$ cat src/sv/ipru_pkg.sv
// shared types, constants and register codes of the pixel upscaler
package ipru_pkg;

  localparam int PIXEL_BITS      = 32;
  localparam int MAX_ROW_WIDTH   = 1024;
  localparam int MAX_SCALE       = 16;
  localparam int MAX_RECT_HEIGHT = 1024;

  localparam int SCALE_W = 5;
  localparam int SIZE_W  = 11;
  localparam int CFG_W   = 11;
  localparam int ADDR_W  = 2;
  localparam int COL_W   = $clog2(MAX_ROW_WIDTH);
  localparam int ROW_W   = $clog2(MAX_RECT_HEIGHT);
  localparam int PASS_W  = $clog2(MAX_SCALE);

  localparam int QUEUE_DEPTH = 4;
  localparam int QPTR_W      = $clog2(QUEUE_DEPTH);

  localparam logic [31:0] PIXEL_MASK = (PIXEL_BITS >= 32) ? 32'hFFFF_FFFF :
                                       32'((64'd1 << PIXEL_BITS) - 64'd1);

  // register indexes
  localparam logic [ADDR_W-1:0] REG_SCALE_X     = 2'd0;
  localparam logic [ADDR_W-1:0] REG_SCALE_Y     = 2'd1;
  localparam logic [ADDR_W-1:0] REG_ROW_WIDTH   = 2'd2;
  localparam logic [ADDR_W-1:0] REG_RECT_HEIGHT = 2'd3;

  // input item kinds
  localparam logic CMD_LOAD   = 1'b0;
  localparam logic CMD_REPLAY = 1'b1;

  typedef struct packed {
    logic        cmd;
    logic [31:0] pixel;
  } ipru_in_t;

  typedef struct packed {
    logic [31:0] pixel_out;
    logic        last_of_run;
    logic        end_of_line;
    logic        end_of_rect;
    logic        rejected;
  } ipru_out_t;

  // classified item handed from front to back
  typedef struct packed {
    logic [31:0] value;
    logic        eol;
    logic        eor;
    logic        rejected;
  } ipru_entry_t;

  // clamped configuration
  typedef struct packed {
    logic [SCALE_W-1:0] scale_x;
    logic [SCALE_W-1:0] scale_y;
    logic [SIZE_W-1:0]  row_width;
    logic [SIZE_W-1:0]  rect_height;
  } ipru_cfg_t;

endpackage

$ cat src/sv/ipru_queue.sv
// small fifo of classified items between front and back
module ipru_queue import ipru_pkg::*; (
  input  logic        clk,
  input  logic        rst_n,
  input  logic        push,
  output logic        push_ready,
  input  ipru_entry_t push_entry,
  input  logic        pop,
  output logic        pop_valid,
  output ipru_entry_t pop_entry
);

  ipru_entry_t slots [QUEUE_DEPTH];
  logic [QPTR_W-1:0] wr_ptr_r, wr_ptr_nxt;
  logic [QPTR_W-1:0] rd_ptr_r, rd_ptr_nxt;
  logic [QPTR_W:0]   count_r,  count_nxt;

  assign push_ready = count_r != (QPTR_W+1)'(QUEUE_DEPTH);
  assign pop_valid  = count_r != '0;
  assign pop_entry  = slots[rd_ptr_r];

  // pointer and fill bookkeeping
  always_comb begin
    wr_ptr_nxt = push ? wr_ptr_r + QPTR_W'(1) : wr_ptr_r;
    rd_ptr_nxt = pop  ? rd_ptr_r + QPTR_W'(1) : rd_ptr_r;
    count_nxt  = count_r;
    if (push && !pop) begin
      count_nxt = count_r + (QPTR_W+1)'(1);
    end else if (pop && !push) begin
      count_nxt = count_r - (QPTR_W+1)'(1);
    end
  end

  always_ff @(posedge clk) begin
    if (!rst_n) begin
      wr_ptr_r <= '0;
      rd_ptr_r <= '0;
      count_r  <= '0;
    end else begin
      wr_ptr_r <= wr_ptr_nxt;
      rd_ptr_r <= rd_ptr_nxt;
      count_r  <= count_nxt;
    end
  end

  always_ff @(posedge clk) begin
    if (push) begin
      slots[wr_ptr_r] <= push_entry;
    end
  end

endmodule

$ cat config.mk
export PLATFORM = sky130hd
export DESIGN_NAME = ipru_queue
export DESIGN_NICKNAME = d
export VERILOG_FILES = /design/src/sv/ipru_pkg.sv /design/src/sv/ipru_queue.sv
export SDC_FILE = /design/constraint.sdc
export NUM_CORES = 1
export LEC_CHECK = 0
export ABC_CLOCK_PERIOD_IN_PS = 3230
export BUFFER_PORTS_ARGS = -buffer_cell sky130_fd_sc_hd__buf_4
export CORE_MARGIN = 1.5
export CORE_UTILIZATION = 30
export CTS_BUF_LIST = sky130_fd_sc_hd__clkbuf_8 sky130_fd_sc_hd__clkbuf_16
export DETAILED_ROUTE_END_ITERATION = 8
export PLACE_DENSITY = 0.44
export SLEW_MARGIN = 20
export SYNTH_ARGS = -nofsm -noshare
export SYNTH_HDL_FRONTEND = slang
export SYNTH_SLANG_ARGS = --single-unit
$ cat constraint.sdc
create_clock -name clk -period 3.23 [get_ports clk]
set_input_delay 0.4845 -clock clk [delete_from_list [all_inputs] [get_ports clk]]
set_output_delay 0.4845 -clock clk [all_outputs]
set_load 0.02 [all_outputs]
==> results.md <==
* Cell area after synthesis at 5550 um2
* Mean number of vias per cell at 4.48
* Detail Placement HPWL at 6.40 mm
* Max cap viols at 0
* Pin count of the biggest net entering global routing at 32
* Initial antenna violation count at 0
* DR vias at 2513
* Max Buffers Root-to-Sink at 2
* NetSw at 0.00120 W
* First-pass DRT Iterations at 4
* Placed instance area at 6400 um2
* Outcome: completed
* Area growth from synthesis to layout at 26.7%
* CTS tree: done
* Net Sw Frac at 0.247
* Slew at the pin closest to its max-slew limit at 574 ps
* IO Count at 76
* Setup Crit Path Kind: register to output pin
* Setup crit end kind: output pin
* Antenna fix cells at 0
* Fmax at 0.382 GHz
* VDD IR-drop max at 0.375 mV
* First-pass GRT wire length at 16.3 mm
* Final period util at 0.811
* Clk pwr share at 0.427
* Routed WL per cell at 19.1 um
* Max Slew Vio Count at 0
* Hold Crit Depth at 1
* Leakage Power at 2.41 nW
* Flops & latches, synth at 149
* Starting Density at 0.308
* Hold crit path type: input pin to register
* Worst EP arrival at 2130 ps
* CTS Root Cell: clkbuf_16
* RR Startpoint: wr_ptr_r[0]
* Post-synthesis cell type count at 21
* Power Internal at 0.00366 W
* Core area at 18000 um2
* Post-CTS Setup Bufs at 0
* Seq/Total Area, Yosys at 0.790
* Syn_nets at 272
* CTS sink cnt at 149
* Routed WL at 10.7 mm
* # DRC at 0
* Total chip power at 0.00486 W
* Total gr overflow at 0
* FF-to-FF End: slots[2][15]
* Hold_buf cts at 0
* Clock latency on the worst-skew pair at 430 ps
* Die area at 19300 um2
* # port buffers at 75
* GPL Wtd Cong at 0.652
* Hold Path End: slots[0][34]
* Setup_tns at 0 ps
* Final net count at 364
* Startpoint types: register
* Detailed Route Iter0 Violations at 155
* Final min period at 2620 ps
* Synth Instances at 227
* Cell area power density at 692 nW/um2
* Cell Rows at 49
* Fin Clk Skew at 6.11 ps
* DIE WIDTH at 139 um
* Worst r2r path cells at 4
* Avg Cell Area, Syn at 24.4 um2
* Antenna Nets Post-Route at 0
* Synthesis Warnings at 0
* Min-Delay Startpoint: push_entry[34]
* Comb pwr share at 0.110
* Die height at 139 um
* WP data required at 2750 ps
* Clock slew at reported path FFs at 70 ps
* CTS Buf Count at 17
* RSZ-0062 raised after global routing: false
* Rel. slew slack at 0.618
* Reg power frac at 0.463
* Setup violators final at 0
* Cell count after placement at 529
* Setup slack, reg-to-reg at 1460 ps
* Non-filler cells, final at 561
* Layout cells sized above 1 at 0.449
* Final hold vios at 0
* Hold slack at 252 ps
* CTS resizes at 0
* Vias in the first global route at 2768
* Gr usage total at 0.118
* H-Tree Level Count at 4
* Maximum net fanout on the critical path at 23
* Design Area, Final at 7030 um2
## worst max-delay path by stage
stage	cells past startpoint	start	end
2_1_floorplan	3	wr_ptr_r[0]	slots[2][0]
3_3_place_gp	3	register	pop_entry[30]
3_5_place_dp	3	register	pop_entry[34]
4_1_cts	3	register	pop_entry[34]
5_1_grt	3	register	pop_entry[34]
6_report	3	register	pop_entry[34]
## metal layers
metal	vias to the layer above	track usage	part of all wire
met5	-	0	0
met3	15	0.0432	0.049
met1	1311	0.144	0.43
met4	0	0.0510	0.018
met2	56	0.190	0.51
li1	1131	-	-
## registers in the layout, summed over array words and instances (netlist names), named ones only
signal / flops
wr_ptr_r: 2
slots: 140
rd_ptr_r: 2
count_r: 3
## synthesized netlist by cell type
library cell	number	area share
mux4_2	30	0.12
nor2_1	1	0.00068
buf_2	3	0.0027
inv_1	4	0.0027
a21boi_0	1	0.0014
nor2b_1	2	0.0023
dfxtp_1	9	0.032
buf_12	3	0.011
buf_6	1	0.0020
or3_1	2	0.0023
xnor2_1	2	0.0032
mux4_1	5	0.024
o21ai_0	1	0.00090
fa_1	1	0.0036
and2_1	9	0.010
clkbuf_2	1	0.00090
edfxtp_1	140	0.76
ha_1	5	0.011
mux2i_1	2	0.0036
xor2_1	3	0.0047
nand2_1	2	0.0014
## final cells by class
class / count / area, um2
Fill cell: 1657 / 11000
Sequential cell: 149 / 4390
Multi-Input combinational cell: 66 / 1060
Timing Repair Buffer: 81 / 646
Clock buffer: 17 / 425
Tap cell: 229 / 287
Clock inverter: 15 / 205
Inverter: 4 / 15.0
## power by group through the flow
stage / registers [W] / clock network, W / logic, W
after detailed placement: 0.00230 / 0 / 0.000551
after global placement: 0.00229 / 0 / 0.000548
final: 0.00225 / 0.00207 / 0.000534
after CTS: 0.00225 / 0.00213 / 0.000552
after global routing: 0.00226 / 0.00222 / 0.000579
after floorplan: 0.00228 / 0 / 0.000331
## cells by family (layout without fill, tap and decap cells)
group,Yosys count,after routing,synth area share
buffers and inverters,12,117,0.0192
flip-flops,149,149,0.790
multiplexers,37,37,0.149
XOR/XNOR,5,5,0.00789
adder cells (fa/ha/maj),6,6,0.0149
AO/OA/AOI/OAI,2,2,0.00225
AND/OR/NAND/NOR,16,16,0.0167
## critical path: stages (launching register included)
cell and delay [ps]:
dfxtp_2 650, buf_12 300, mux4_1 580, buf_4 170
## cell usage in the layout (no fill, tap or decap), drive strengths merged
cell type,n
edfxtp,140
buf,81
mux4,35
clkbuf,17
inv,13
dfxtp,9
and2,9
ha,5
xor2,3
clkinv,3
nand2,2
or3,2
xnor2,2
mux2i,2
nor2b,2
bufinv,2
nor2,1
o21ai,1
a21boi,1
fa,1
clkinvlp,1
## stage by stage
stage	util	setup WS [ps]
after floorplan	-	1440
after global placement	0.355	978
after detailed placement	0.355	1000
after CTS	0.390	537
after global routing	0.390	465
final	0.390	611
Note: power is estimated with default switching activity, not from simulation.
