**src/sv/ipru_pkg.sv**
```systemverilog
// shared types, constants and register codes of the pixel upscaler
package ipru_pkg;

  localparam int PIXEL_BITS      = 32;
  localparam int MAX_ROW_WIDTH   = 1024;
  localparam int MAX_SCALE       = 16;
  localparam int MAX_RECT_HEIGHT = 1024;

  localparam int SCALE_W = 5;
  localparam int SIZE_W  = 11;
  localparam int CFG_W   = 11;
  localparam int ADDR_W  = 2;
  localparam int COL_W   = $clog2(MAX_ROW_WIDTH);
  localparam int ROW_W   = $clog2(MAX_RECT_HEIGHT);
  localparam int PASS_W  = $clog2(MAX_SCALE);

  localparam int QUEUE_DEPTH = 4;
  localparam int QPTR_W      = $clog2(QUEUE_DEPTH);

  localparam logic [31:0] PIXEL_MASK = (PIXEL_BITS >= 32) ? 32'hFFFF_FFFF :
                                       32'((64'd1 << PIXEL_BITS) - 64'd1);

  // register indexes
  localparam logic [ADDR_W-1:0] REG_SCALE_X     = 2'd0;
  localparam logic [ADDR_W-1:0] REG_SCALE_Y     = 2'd1;
  localparam logic [ADDR_W-1:0] REG_ROW_WIDTH   = 2'd2;
  localparam logic [ADDR_W-1:0] REG_RECT_HEIGHT = 2'd3;

  // input item kinds
  localparam logic CMD_LOAD   = 1'b0;
  localparam logic CMD_REPLAY = 1'b1;

  typedef struct packed {
    logic        cmd;
    logic [31:0] pixel;
  } ipru_in_t;

  typedef struct packed {
    logic [31:0] pixel_out;
    logic        last_of_run;
    logic        end_of_line;
    logic        end_of_rect;
    logic        rejected;
  } ipru_out_t;

  // classified item handed from front to back
  typedef struct packed {
    logic [31:0] value;
    logic        eol;
    logic        eor;
    logic        rejected;
  } ipru_entry_t;

  // clamped configuration
  typedef struct packed {
    logic [SCALE_W-1:0] scale_x;
    logic [SCALE_W-1:0] scale_y;
    logic [SIZE_W-1:0]  row_width;
    logic [SIZE_W-1:0]  rect_height;
  } ipru_cfg_t;

endpackage

```
**src/sv/ipru_back.sv**
```systemverilog
// back end: scale_x copies per item, one if rejected, via the output register
module ipru_back import ipru_pkg::*; (
  input  logic        clk,
  input  logic        rst_n,
  input  ipru_cfg_t   cfg,
  input  logic        q_valid,
  input  ipru_entry_t q_entry,
  output logic        q_pop,
  output logic        out_valid,
  input  logic        out_ready,
  output ipru_out_t   out_data
);

  ipru_entry_t        cur_r;
  logic               cur_v_r, cur_v_nxt;
  logic [SCALE_W-1:0] cnt_r, cnt_nxt;
  logic               out_v_r, out_v_nxt;
  ipru_out_t          out_r;

  logic copy_last, out_load;

  always_comb begin
    copy_last = cur_r.rejected || ((cnt_r + SCALE_W'(1)) == cfg.scale_x);
    out_load  = cur_v_r && (!out_v_r || out_ready);
    q_pop     = q_valid && (!cur_v_r || (out_load && copy_last));
  end

  // current item and copy counter
  always_comb begin
    cur_v_nxt = cur_v_r;
    cnt_nxt   = cnt_r;
    if (q_pop) begin
      cur_v_nxt = 1'b1;
      cnt_nxt   = '0;
    end else if (out_load && copy_last) begin
      cur_v_nxt = 1'b0;
    end else if (out_load) begin
      cnt_nxt = cnt_r + SCALE_W'(1);
    end
  end

  // output register
  always_comb begin
    out_v_nxt = out_v_r;
    if (out_load) begin
      out_v_nxt = 1'b1;
    end else if (out_ready) begin
      out_v_nxt = 1'b0;
    end
  end

  always_ff @(posedge clk) begin
    if (!rst_n) begin
      cur_v_r <= 1'b0;
      cnt_r   <= '0;
      out_v_r <= 1'b0;
    end else begin
      cur_v_r <= cur_v_nxt;
      cnt_r   <= cnt_nxt;
      out_v_r <= out_v_nxt;
    end
  end

  always_ff @(posedge clk) begin
    if (q_pop) begin
      cur_r <= q_entry;
    end
    if (out_load) begin
      out_r.pixel_out   <= cur_r.value;
      out_r.last_of_run <= copy_last;
      out_r.end_of_line <= copy_last && cur_r.eol;
      out_r.end_of_rect <= copy_last && cur_r.eor;
      out_r.rejected    <= cur_r.rejected;
    end
  end

  assign out_valid = out_v_r;
  assign out_data  = out_r;

endmodule

```
**config.mk**
```make
export PLATFORM = sky130hd
export DESIGN_NAME = ipru_back
export DESIGN_NICKNAME = d
export VERILOG_FILES = /design/src/sv/ipru_pkg.sv /design/src/sv/ipru_back.sv
export SDC_FILE = /design/constraint.sdc
export NUM_CORES = 1
export LEC_CHECK = 0
export ABC_CLOCK_PERIOD_IN_PS = 4700
export BUFFER_PORTS_ARGS = -buffer_cell sky130_fd_sc_hd__buf_2
export CORE_ASPECT_RATIO = 0.75
export CORE_MARGIN = 5
export CORE_UTILIZATION = 40
export CTS_CLUSTER_SIZE = 28
export DETAILED_ROUTE_END_ITERATION = 8
export MAX_ROUTING_LAYER = met4
export PLACE_DENSITY = 0.68
export SLEW_MARGIN = 20
export SYNTH_ARGS = -nofsm -noshare
export SYNTH_HDL_FRONTEND = slang
export SYNTH_SLANG_ARGS = --single-unit
```
**constraint.sdc**
```tcl
create_clock -name clk -period 4.7 [get_ports clk]
set_input_delay 0.94 -clock clk [delete_from_list [all_inputs] [get_ports clk]]
set_output_delay 0.94 -clock clk [all_outputs]
set_load 0.05 [all_outputs]
```
==> impl_metrics.env <==
export IMPL_status="finished, final reports clean"
export IMPL_worstMarginPinSlew_ns=1.02
export IMPL_post_synth_main_area_contributors="sky130_fd_sc_hd__edfxtp_1 81%, sky130_fd_sc_hd__dfxtp_1 5.3%, sky130_fd_sc_hd__xnor2_1 1.7%"
export IMPL_ios=109
export IMPL_antenna_found_initial=0
export IMPL_final_cells=306
export IMPL_timing_setup_critical_path_class="reg2out"
export IMPL_largest_driver_fanout_on_the_critical_path=5
export IMPL_synth_async_sr_flop_share_pct=0
export IMPL_dp_final_hpwl_um=3240
export IMPL_number_of_global_route_vias_before_repair=1403
export IMPL_cellPowerDensity_nw_per_um2=416
export IMPL_post_cts_setup_buffer_count=0
export IMPL_fin_worst_skew_ns=0.00967
export IMPL_critical_path_max_stage_delay_ns=0.42
export IMPL_met3_usage_pct=4.58
export IMPL_post_cts_resize_count=0
export IMPL_synth_enable_flop_cells=71
export IMPL_crit_start="cnt_r[0]$_SDFFE_PP0P_"
export IMPL_grt_max_degree=37
export IMPL_core_region_area_um2=6350
export IMPL_drt_total_wl_um=4440
export IMPL_worst_skew_pair_late_latency_ns=0.34
export IMPL_clock_tree_htree_level_count=3
export IMPL_count_of_placed_standard_cells_including_taps=290
export IMPL_globalRouteMet2Util_pct=19.3
export IMPL_routed_via_count=1392
export IMPL_grt_setup_unrepaired="false"
export IMPL_report_final_setup_viol=0
export IMPL_design_die_area_um2=8320
export IMPL_holdCritStartpoint="cur_r[6]$_DFFE_PP_"
export IMPL_avgSynthCellArea_um2=20.7
export IMPL_viasPerCell=4.55
export IMPL_global_route_usage_total_pct=11.5
export IMPL_worstPathBufferInverterCount=1
export IMPL_nets=292
export IMPL_layout_common_cells="81 x sky130_fd_sc_hd__buf_2, 71 x sky130_fd_sc_hd__edfxtp_1, 9 x sky130_fd_sc_hd__clkbuf_8"
export IMPL_layout_commonest_cell="sky130_fd_sc_hd__buf_2"
export IMPL_clock_sinks=78
export IMPL_grt_busiest_layer="met2"
export IMPL_floorplan_die_height_um=80.2
export IMPL_finalPower_w=0.00139
export IMPL_netlist_area_um2=2630
export IMPL_synth_seq_area_share_pct=86.4
export IMPL_maxCapViolations=0
export IMPL_grt_pass1_wl_um=6940
export IMPL_netlist_instances=127
export IMPL_final_fill_count=537
export IMPL_critical_path_cell_chain="ha_1 > xor3_2 > nor3_4 > a31oi_2 > o21ai_1 > and2_2 > buf_2"
export IMPL_avgRoutedWirePerCell_um=14.5
export IMPL_finalHoldViolations=0
export IMPL_floorplan_die_width_um=104
export IMPL_route_antenna_remaining_nets=0
export IMPL_worst_path_top_cell_family_by_delay="flip-flops"
export IMPL_final_layout_size_suffix_gt1_share_pct=47.1
export IMPL_timing_max_transition_violations_final=0
export IMPL_final_period_minus_worst_setup_slack_ns=3.44
export IMPL_fmaxAchievable_mhz=291
export IMPL_place_gp_congestion=0.836
export IMPL_layout_worst_path_cycle_share_pct=73.2
export IMPL_layout_area_overhead_vs_synth_pct=26.7
export IMPL_timing_critical_path_from_type="register"
export IMPL_cts_root_buf="sky130_fd_sc_hd__clkbuf_8"
export IMPL_synthDominantAreaCellType="sky130_fd_sc_hd__edfxtp_1"
export IMPL_initial_core_util_pct=41.4
export IMPL_holdBufCountCts=0
export IMPL_rel_slew_slack_pct=32.1
export IMPL_clk_buf_depth=2
export IMPL_cp_data_required_time_ns=3.76
export IMPL_rr_startpoint="cnt_r[0]$_SDFFE_PP0P_"
export IMPL_ir_worst_vdd_mv=0.220
export IMPL_worst_path_max_delay_cell="sky130_fd_sc_hd__dfxtp_1"
export IMPL_detail_route_first_pass_iterations=4
export IMPL_cp_end_kind="output port"
export IMPL_p_leak_nw=1.26
export IMPL_io_buffers=81
export IMPL_place_area_um2=3150
export IMPL_ys_warns=0
export IMPL_gr_usage_met1_pct=12.3
export IMPL_grt_remaining_overflow=0
export IMPL_min_delay_path_class="reg2reg"
export IMPL_syn_nets=199
export IMPL_num_rows=25
export IMPL_finalInstanceArea_um2=3330
export IMPL_ys_dominant_reg_cell="sky130_fd_sc_hd__edfxtp_1"
export IMPL_antenna_cells_inserted=0
export IMPL_yosysUniqueCellTypes=29
export IMPL_tritoncts="built"
export IMPL_synth_ff_latch_count=78
export IMPL_yosysTopAreaCellShare_pct=81.0
export IMPL_numCtsBuffers=9
export IMPL_drc=0
export IMPL_cts_reportedPaths_clkPinSlew_ns=0.08
export IMPL_drt_iter0_markers=56
export IMPL_cp_arrival_ns=2.50
export IMPL_finalSetupTns_ns=0
## worst register-to-register path, cell delays in order, from the launching register on
cell and delay (ns):
sky130_fd_sc_hd__dfxtp_1 0.42, sky130_fd_sc_hd__ha_1 0.31, sky130_fd_sc_hd__xor3_2 0.39, sky130_fd_sc_hd__nor3_4 0.20, sky130_fd_sc_hd__a31oi_2 0.20, sky130_fd_sc_hd__o21ai_1 0.19
sky130_fd_sc_hd__and2_2 0.18, sky130_fd_sc_hd__buf_4 0.38
## cell usage after synthesis, types with 2 or more instances
cell type / n
sky130_fd_sc_hd__nor2_1: 5
sky130_fd_sc_hd__inv_1: 3
sky130_fd_sc_hd__nand3_1: 3
sky130_fd_sc_hd__nor2b_1: 3
sky130_fd_sc_hd__edfxtp_1: 71
sky130_fd_sc_hd__nand2_1: 5
sky130_fd_sc_hd__or3_1: 2
sky130_fd_sc_hd__a21oi_1: 2
sky130_fd_sc_hd__xnor2_1: 5
sky130_fd_sc_hd__xor2_1: 2
sky130_fd_sc_hd__a31oi_1: 2
sky130_fd_sc_hd__dfxtp_1: 7
## flip-flops by register name, indices dropped and copies added (netlist names)
name       cells
cur_r         35
out_data      36
out_valid      1
cur_v_r        1
cnt_r          5
## cell families after synthesis
| group | Yosys count | synth area share [%] |
|---|---|---|
| buffers and inverters | 3 | 0.428 |
| AOI/OAI and AO/OA | 11 | 3.33 |
| muxes | 1 | 0.380 |
| xor gates and xnor gates | 9 | 3.90 |
| adders and majority gates | 1 | 0.475 |
| and+or+nand+nor | 24 | 5.14 |
| DFF | 78 | 86.4 |
## routing by layer
layer / part of all wire, % / routed length [µm]
met1: 39 / 1740
met3: 6.3 / 281
met2: 53 / 2360
met5: 0 / 0
met4: 1.4 / 60
## per-stage QoR
step	hold slack [ns]	worst slack, ns	utilization [%]
final	0.420	1.26	52.5
after global routing	0.427	1.08	52.5
after CTS	0.422	1.22	52.5
after detailed placement	0.405	1.36	49.7
after global placement	0.400	1.40	49.7
after floorplan	0.400	0.836	-
## power breakdown
group | switching (W) | internal, W | leakage [nW]
registers | 0.00000946 | 0.000803 | 0.734
clock network | 0.000242 | 0.000197 | 0.0866
logic | 0.000103 | 0.0000334 | 0.442
## worst paths after layout
kind | endpoint | slack, ns | cells after the start
max | q_pop | 1.26 | 7
min | out_data[7]$_DFFE_PP_ | 0.42 | 0
max reg2reg | cur_r[11]$_DFFE_PP_ | 2.05 | 7
min reg2reg | out_data[7]$_DFFE_PP_ | 0.42 | 0
## area by class of cell
type | count | area (µm²) | share of cell area [%]
timing repair buffer | 82 | 413 | 12.4
clock inverter | 7 | 55.1 | 1.65
sequential | 78 | 2270 | 68.2
tap | 81 | 101 | 3.04
multi-input combinational | 46 | 357 | 10.7
inverter | 3 | 11.3 | 0.338
clock buffer | 9 | 124 | 3.72
Power figures use the tool's default switching activity.
